## config.mk

```make
export PLATFORM = sky130hd
export DESIGN_NAME = lcg_pattern_write_verify
export DESIGN_NICKNAME = d
export VERILOG_FILES = /design/src/design/lpwv_pkg.sv /design/src/design/lcg_pattern_write_verify.sv
export SDC_FILE = /design/constraint.sdc
export NUM_CORES = 1
export LEC_CHECK = 0
export ABC_AREA = 1
export BUFFER_PORTS_ARGS = -buffer_cell sky130_fd_sc_hd__buf_2
export CAP_MARGIN = 20
export CORE_MARGIN = 3
export CORE_UTILIZATION = 45
export CTS_CLUSTER_SIZE = 30
export DETAILED_ROUTE_END_ITERATION = 8
export GPL_TIMING_DRIVEN = 0
export PLACE_DENSITY = 0.72
export SKIP_CTS_REPAIR_TIMING = 1
export SLEW_MARGIN = 10
export SYNTH_ARGS = -nofsm -noshare
export SYNTH_HDL_FRONTEND = slang
export SYNTH_SLANG_ARGS = --single-unit
```

## constraint.sdc

```tcl
create_clock -name clk -period 8.6 [get_ports clk]
set_input_delay 1.72 -clock clk [delete_from_list [all_inputs] [get_ports clk]]
set_output_delay 1.72 -clock clk [all_outputs]
set_load 0.005 [all_outputs]
```

## src/design/lpwv_pkg.sv

```systemverilog
// Shared constants and types for the pattern write/verify block.
`default_nettype none

package lpwv_pkg;

    // Width of the byte position counter; drive size is taken modulo 2^POSITION_BITS
    localparam int POSITION_BITS = 48;

    // Configuration register widths
    localparam int DRIVE_SIZE_BITS = 48;
    localparam int REG_IDX_BITS    = 1;
    localparam int REG_DATA_BITS   = DRIVE_SIZE_BITS;

    // Word and generator widths
    localparam int WORD_BITS  = 32;
    localparam int LCG_BITS   = 31;
    localparam int MUL_BITS   = 15;
    localparam int PROD_BITS  = LCG_BITS + MUL_BITS;
    localparam int VALID_BITS = 3;
    localparam int WORD_BYTES = WORD_BITS / 8;

    // Lehmer generator constants
    localparam logic [WORD_BITS-1:0] LCG_MOD  = 32'h7fff_ffff;
    localparam logic [MUL_BITS-1:0]  LCG_MUL  = 15'd16807;
    localparam logic [LCG_BITS-1:0]  LCG_SEED = 31'h6a65_6272;

    // Configuration register indexes
    typedef enum logic [REG_IDX_BITS-1:0] {
        REG_DRIVE_SIZE  = 1'b0,
        REG_VERIFY_MODE = 1'b1
    } reg_idx_t;

endpackage

`default_nettype wire

```

## src/design/lcg_pattern_write_verify.sv

```systemverilog
// Erase pattern generator and checker: Lehmer word stream with byte-range verify.
// Each result is registered in the cycle after its input word is accepted.
// Throughput: one word per cycle unless out_ready stalls; the generator multiply,
// its Mersenne reduction and the 48-bit position compare all sit in the single accept-to-result stage.
// Reset: generator returns to the fixed seed, position and sticky error clear,
// drive size and verify mode clear, no result is pending. No clearing pass.
`default_nettype none

module lcg_pattern_write_verify (
    input  wire logic                                   clk,
    input  wire logic                                   rst_n,
    // configuration write port
    input  wire logic                                   wr_en,
    input  wire logic [lpwv_pkg::REG_IDX_BITS-1:0]      wr_index,
    input  wire logic [lpwv_pkg::REG_DATA_BITS-1:0]     wr_data,
    // input words
    input  wire logic                                   in_valid,
    output logic                                        in_ready,
    input  wire logic [lpwv_pkg::WORD_BITS-1:0]         read_word,
    input  wire logic                                   restart,
    // result words
    output logic                                        out_valid,
    input  wire logic                                   out_ready,
    output logic [lpwv_pkg::LCG_BITS-1:0]               pattern_word,
    output logic [lpwv_pkg::VALID_BITS-1:0]             valid_bytes,
    output logic                                        word_mismatch,
    output logic                                        error_seen,
    output logic                                        last
);
    import lpwv_pkg::*;

    // configuration
    logic [DRIVE_SIZE_BITS-1:0] drive_size_reg;
    logic                       verify_mode_reg;

    // generator state
    logic [LCG_BITS-1:0]      lcg_reg;
    logic [POSITION_BITS-1:0] pos_reg;
    logic                     err_reg;

    // result register
    logic                   out_valid_reg;
    logic [LCG_BITS-1:0]    pattern_reg;
    logic [VALID_BITS-1:0]  valid_bytes_reg;
    logic                   mismatch_reg;
    logic                   error_reg;
    logic                   last_reg;

    // combinational stage
    logic                     accept;
    logic [LCG_BITS-1:0]      lcg_cur;
    logic [POSITION_BITS-1:0] pos_cur;
    logic                     err_cur;
    logic [POSITION_BITS-1:0] end_pos;
    logic [POSITION_BITS-1:0] remain;
    logic                     active;
    logic [PROD_BITS-1:0]     prod;
    logic [WORD_BITS-1:0]     fold;
    logic [LCG_BITS-1:0]      lcg_new;
    logic [VALID_BITS-1:0]    valid_cnt;
    logic                     is_last;
    logic [WORD_BITS-1:0]     pat_word;
    logic                     mismatch;

    // output register frees up whenever its word is taken
    assign in_ready = !out_valid_reg || out_ready;
    assign accept   = in_valid && in_ready;

    // restart applies before this word
    assign lcg_cur = restart ? LCG_SEED : lcg_reg;
    assign pos_cur = restart ? '0 : pos_reg;
    assign err_cur = restart ? 1'b0 : err_reg;

    // range check against the drive end
    assign end_pos = POSITION_BITS'(drive_size_reg);
    assign active  = pos_cur < end_pos;
    assign remain  = end_pos - pos_cur;

    always_comb
    begin
        if (!active)
        begin
            valid_cnt = '0;
            is_last   = 1'b1;
        end
        else if (remain >= POSITION_BITS'(WORD_BYTES))
        begin
            valid_cnt = VALID_BITS'(WORD_BYTES);
            is_last   = remain == POSITION_BITS'(WORD_BYTES);
        end
        else
        begin
            valid_cnt = remain[VALID_BITS-1:0];
            is_last   = 1'b1;
        end
    end

    // x * 16807 mod 2^31-1: fold the high bits back in, one conditional subtract
    assign prod    = PROD_BITS'(lcg_cur) * PROD_BITS'(LCG_MUL);
    assign fold    = WORD_BITS'(prod[LCG_BITS-1:0]) + WORD_BITS'(prod[PROD_BITS-1:LCG_BITS]);
    assign lcg_new = (fold >= LCG_MOD) ? LCG_BITS'(fold - LCG_MOD) : fold[LCG_BITS-1:0];

    // byte-wise compare over the valid low bytes only
    assign pat_word = WORD_BITS'(lcg_new);

    always_comb
    begin
        mismatch = 1'b0;
        for (int i = 0; i < WORD_BYTES; i++)
        begin
            if ((VALID_BITS'(i) < valid_cnt) && (read_word[8*i +: 8] != pat_word[8*i +: 8]))
            begin
                mismatch = 1'b1;
            end
        end
        mismatch = mismatch && verify_mode_reg && active;
    end

    // configuration writes
    always_ff @(posedge clk or negedge rst_n)
    begin
        if (!rst_n)
        begin
            drive_size_reg  <= '0;
            verify_mode_reg <= 1'b0;
        end
        else if (wr_en)
        begin
            unique case (reg_idx_t'(wr_index))
                REG_DRIVE_SIZE:  drive_size_reg  <= wr_data[DRIVE_SIZE_BITS-1:0];
                REG_VERIFY_MODE: verify_mode_reg <= wr_data[0];
                default:         ;
            endcase
        end
    end

    // position and sticky error update on each accepted word; the generator advances only while active
    always_ff @(posedge clk or negedge rst_n)
    begin
        if (!rst_n)
        begin
            lcg_reg <= LCG_SEED;
            pos_reg <= '0;
            err_reg <= 1'b0;
        end
        else if (accept)
        begin
            lcg_reg <= active ? lcg_new : lcg_cur;
            pos_reg <= pos_cur + POSITION_BITS'(valid_cnt);
            err_reg <= err_cur || mismatch;
        end
    end

    // result valid flag
    always_ff @(posedge clk or negedge rst_n)
    begin
        if (!rst_n)
        begin
            out_valid_reg <= 1'b0;
        end
        else if (in_ready)
        begin
            out_valid_reg <= in_valid;
        end
    end

    // result payload
    always_ff @(posedge clk)
    begin
        if (accept)
        begin
            pattern_reg     <= active ? lcg_new : '0;
            valid_bytes_reg <= valid_cnt;
            mismatch_reg    <= mismatch;
            error_reg       <= err_cur || mismatch;
            last_reg        <= is_last;
        end
    end

    assign out_valid     = out_valid_reg;
    assign pattern_word  = pattern_reg;
    assign valid_bytes   = valid_bytes_reg;
    assign word_mismatch = mismatch_reg;
    assign error_seen    = error_reg;
    assign last          = last_reg;

endmodule

`default_nettype wire
```

Word-level counts from Yosys, hierarchy flattened
Index checks and enable logic that the tools add are counted.

Register bits: 167. Input port bits: 87. Output and inout port bits: 39.

Add/sub/neg operators: 4. Multipliers: 1. $lt $le $gt $ge: 7. Eq/ne operators: 5. Multiplexer cells: 11. Bitwise operators: 1. Reductions and logical operators: 13.

Operators with widths (count): two-way mux 31 bit (3); adder 48 x 3 -> 48 bit (1); equality test 48 x 3 -> 1 bit (second input constant) (1); greater-or-equal comparator 48 x 3 -> 1 bit (second input constant) (1); less-than comparator 48 bit (1); two-way mux 48 bit (1); subtractor 48 bit (1); multiplier 31 x 15 -> 46 bit (second input constant) (1); adder 31 x 15 -> 32 bit (1); greater-or-equal comparator 32 x 31 -> 1 bit (second input constant) (1); subtractor 31 bit (second input constant) (1); != test 8 bit (3); != test 8 x 7 -> 1 bit (1); logical AND 1 bit (7); less-than comparator 1 x 3 -> 1 bit (first input constant) (2); less-than comparator 2 x 3 -> 1 bit (first input constant) (2); two-way mux 3 bit (2); AND reduction 2 bit (3); two-way mux 1 bit (5); logical OR 1 bit (2); logical NOT 1 bit (1); inverter 1 bit (1).

Longest topological paths before layout
Depth after elaboration: 14. Depth in mapped cells: 70. Gate-level depth less buffers: 66.

Least setup slack after synthesis
OpenSTA, ideal clock, no wires.

Kind: in2reg. From: input restart. To: register error_reg (netlist: error_seen) (data pin). Data arrival time: 10.823 ns. Slack: -2.476 ns. Cell stages on the path: 62. Path buffers: 5. Cells stage by stage: inv_2 -> clkbuf_1 -> clkbuf_1 -> clkbuf_1 -> buf_1 -> nand2_1 -> o21ai_0 -> inv_1 -> ha_1 -> ha_1 -> inv_1 -> fa_1 -> inv_1 -> fa_1 -> fa_1 -> inv_1 -> fa_1 -> inv_1 -> [... 26 more ...] -> o21bai_1 -> and2_1 -> nand3_1 -> nor2_1 -> nand2_1 -> nor2_4 -> nand2_4 -> nand2_8 -> nand2_4 -> buf_6 -> nand3b_1 -> nand3_1 -> nor2_1 -> nand2_1 -> nand2_1 -> nand4_1 -> nand2_1 -> nand2_1.

Cells in the longest elaborated chain, start to end: 14. Elaborated cells on any way between the ends: 32. Classes of those cells: 3 x add/sub; 1 x mul; 7 x order compare; 4 x eq/ne; 10 x mux; 7 x reduce/logical.

Ends and longest elaborated chain: start, declared (line lcg_pattern_write_verify.sv:20) `input wire logic restart,`; two-way mux 31 bit or two-way mux 48 bit (tied branches) (line lcg_pattern_write_verify.sv:70, lcg_pattern_write_verify.sv:71); multiplier 31 x 15 -> 46 bit or subtractor 48 bit (tied branches) (line lcg_pattern_write_verify.sv:99, lcg_pattern_write_verify.sv:77); adder 31 x 15 -> 32 bit or greater-or-equal comparator 48 x 3 -> 1 bit (tied branches) (line lcg_pattern_write_verify.sv:100, lcg_pattern_write_verify.sv:86); subtractor 31 bit, or another cell as far along (line lcg_pattern_write_verify.sv:101) `assign lcg_new = (fold >= LCG_MOD) ? LCG_BITS'(fold - LCG_MOD) : fold[LCG_BITS-1:0];`; two-way mux 31 bit or two-way mux 3 bit (tied branches) (line lcg_pattern_write_verify.sv:101, lcg_pattern_write_verify.sv:81); != test 8 bit or less-than comparator 1 x 3 -> 1 bit (tied branches) (line lcg_pattern_write_verify.sv:111) `if ((VALID_BITS'(i) < valid_cnt) && (read_word[8*i +: 8] != pat_word[8*i +: 8]))`; logical AND 1 bit (line lcg_pattern_write_verify.sv:111); two-way mux 1 bit (4 in a row) (line lcg_pattern_write_verify.sv:111); logical AND 1 bit (2 in a row) (line lcg_pattern_write_verify.sv:116) `mismatch = mismatch && verify_mode_reg && active;`; logical OR 1 bit * (line lcg_pattern_write_verify.sv:175) `error_reg <= err_cur || mismatch;`; end signal, assigned (line lcg_pattern_write_verify.sv:175); end, declared (line lcg_pattern_write_verify.sv:46) `logic error_reg;`.

Every way passes the cells marked *; elsewhere a longest branch is shown, timed or not. A chain may end at the register's enable or synchronous reset.

Worst setup path after layout
Same ends and word-level chain as after synthesis.

==> metrics <==
Via-to-Cell Ratio=5.290; Die Wd=225.7 um; CP arrival=approximately 11000 ps; starting density of the core=0.4606; Max FO, Critical Path=10; Root Driver=clkbuf_16; clk_lat worst skew=460 ps; type of destination of the critical path=flop; first-pass GRT wire length=between 100000 and 150000 um; Final period util=1.259; Rows=79; DP Cell Count=3740; WP data required=between 8000 and 9000 ps; Async SR Flop Fraction=0.7784; clk buf depth=2; CP max stage cell=fa_1; Post-Synthesis Cell Area=0.02172 mm^2; dpl ws=-3546 ps; commonest non-fill, non-tap cell in the layout=nand2_1; TritonCTS clock tree=yes; P&R area growth vs syn=21.70%; Setup Crit Path Kind=in2reg; post-DP HPWL=approximately 57000 um; Critical Path Start Type=input pin; Worst Hold Depth=2; # fillers=4378; H-tree level count=4; share of cells above drive strength 1=0.2149; hold_ws=489.4 ps; via count=20450; clock sink total=167; iteration count of the initial detailed-routing pass=7; Fmax=92.39 MHz; clock skew=14.08 ps; Core ar.=roughly 0.047 mm^2; Max-slew headroom=0.2702; slowest stage delay, CP=550 ps; Post-layout nets=roughly 3700; worst slew pin tran=around 1100 ps; Port Buf Inserts=125; number of flops mapped to enable cells by yosys=37; pin count of the biggest net entering global routing=87; syn nets=3474; Cell variety after synth=56; Routed WL=68540 um; routed length per instance=17.73 um; commonest cells after routing, fill and taps aside=nand2_1 (614), inv_1 (572), nor2_1 (232); ys flop type=dfrtp_1; Final Worst Setup Slack=-2224 ps; initial antenna violation count=1; post-route ant nets=0; status=finished with violations; sequential element share of the synthesized area=0.2018; Die Y=225.7 um; CTS clock-pin slew for the worst setup and hold paths=around 80 ps; flops & latches, synth=167; Congestion Overflow GR=0; max-cap violations=0; failing checks=setup timing; die area=0.05093 mm^2; vias in the first global route=~19000; Reg2Reg Depth=63; total CTS buffers=17; Hold Fails Final Rpt=0; DRT iter0 DRCs=1722; Final Setup Violations=65; Avg Cell Area, Syn=approximately 7.2 um^2; Final Slew Violations=0; HP Class=reg2reg; post-route minimum period=10820 ps; final cell count without fillers=3866; most used cell, CP=nand2_2; GRT Overall Usage=0.2602; Ys Warns=0; RSZ-0062 raised after global routing=yes; Final TNS setup=-101520 ps; # IOs=roughly 130; RD Place Congestion=between 0.9 and 1; DRC violations left=0; Post-Syn Instances=3007
-- through the flow --
| step | instance area, um^2 | util |
|---|---|---|
| finish | 26430 | 0.5605 |
| global route | 26410 | 0.5602 |
| CTS | 24450 | 0.5186 |
| detailed placement | 23810 | 0.5049 |
| global placement | 23770 | 0.5042 |
| floorplan | 22390 | - |
-- area by class of cell --
cell class	count	area, um^2	share of cell area
antenna	6	15.01	0.0005681
buffer	37	319.1	0.01207
clock buffer	17	425.4	0.01610
clock inverter	15	217.7	0.008237
inverter	611	2361	0.08933
multi-input combinational	2193	16540	0.6260
sequential	167	4383	0.1658
tap	607	759.5	0.02874
timing repair buffer	213	1404	0.05312
-- critical path: cells and delay by family --
kind / cells / cell delay, ps
AND/OR/NAND/NOR: 37 / 3510
adder cells (fa/ha/maj): 8 / 3310
XOR/XNOR: 1 / 250
buffers and inverters: 14 / 1370
AO/OA/AOI/OAI: 6 / 840
-- path summary, 6_finish.rpt --
path,startpoint,endpoint,slack (ps)
min in group asynchronous,rst_n,out_valid$_DFFE_PN0N_,1180
worst min register to register,pos_reg[2]$_DFFE_PN0P_,pos_reg[2]$_DFFE_PN0P_,490
max in group asynchronous,rst_n,lcg_reg[5]$_DFFE_PN1P_,6610
worst max-delay path,restart,error_seen$_DFFE_PP_,-2220
worst max register to register,lcg_reg[11]$_DFFE_PN0P_,error_seen$_DFFE_PP_,-920
worst min-delay path,pos_reg[2]$_DFFE_PN0P_,pos_reg[2]$_DFFE_PN0P_,490
-- cell usage after synthesis, types with 40 or more instances --
library cell / n / share of area
nand2_1: 716 / 0.12
mux2_2: 46 / 0.024
o21ai_0: 73 / 0.017
nand4_1: 49 / 0.014
xnor2_1: 40 / 0.016
fa_1: 130 / 0.12
inv_1: 599 / 0.10
ha_1: 250 / 0.14
dfrtp_1: 115 / 0.13
a21oi_1: 145 / 0.033
xor2_1: 82 / 0.033
nor2_1: 284 / 0.049
nand3_1: 154 / 0.035
-- routing by layer --
layer	part of all wire	GRT usage	vias to the layer above
li1	-	-	10010
met1	0.43	0.3515	9580
met2	0.47	0.4414	735
met3	0.063	0.02340	126
met4	0.036	0.08569	0
met5	0	0	-
-- logic make-up (layout without fill, tap and decap cells) --
logic type	after synthesis	in the layout	share of synthesized area
adders and majority gates	380	380	0.2639
DFF	167	167	0.2018
muxes	46	46	0.02385
other	0	6	0
AOI/OAI and AO/OA	303	303	0.07979
and+or+nand+nor	1339	1341	0.2665
buffers and inverters	649	893	0.1142
xor gates and xnor gates	123	123	0.04995
Power is left out: the tool's default activity adds up to more than one toggle a clock period on the data nets, which glitch-free logic cannot reach.
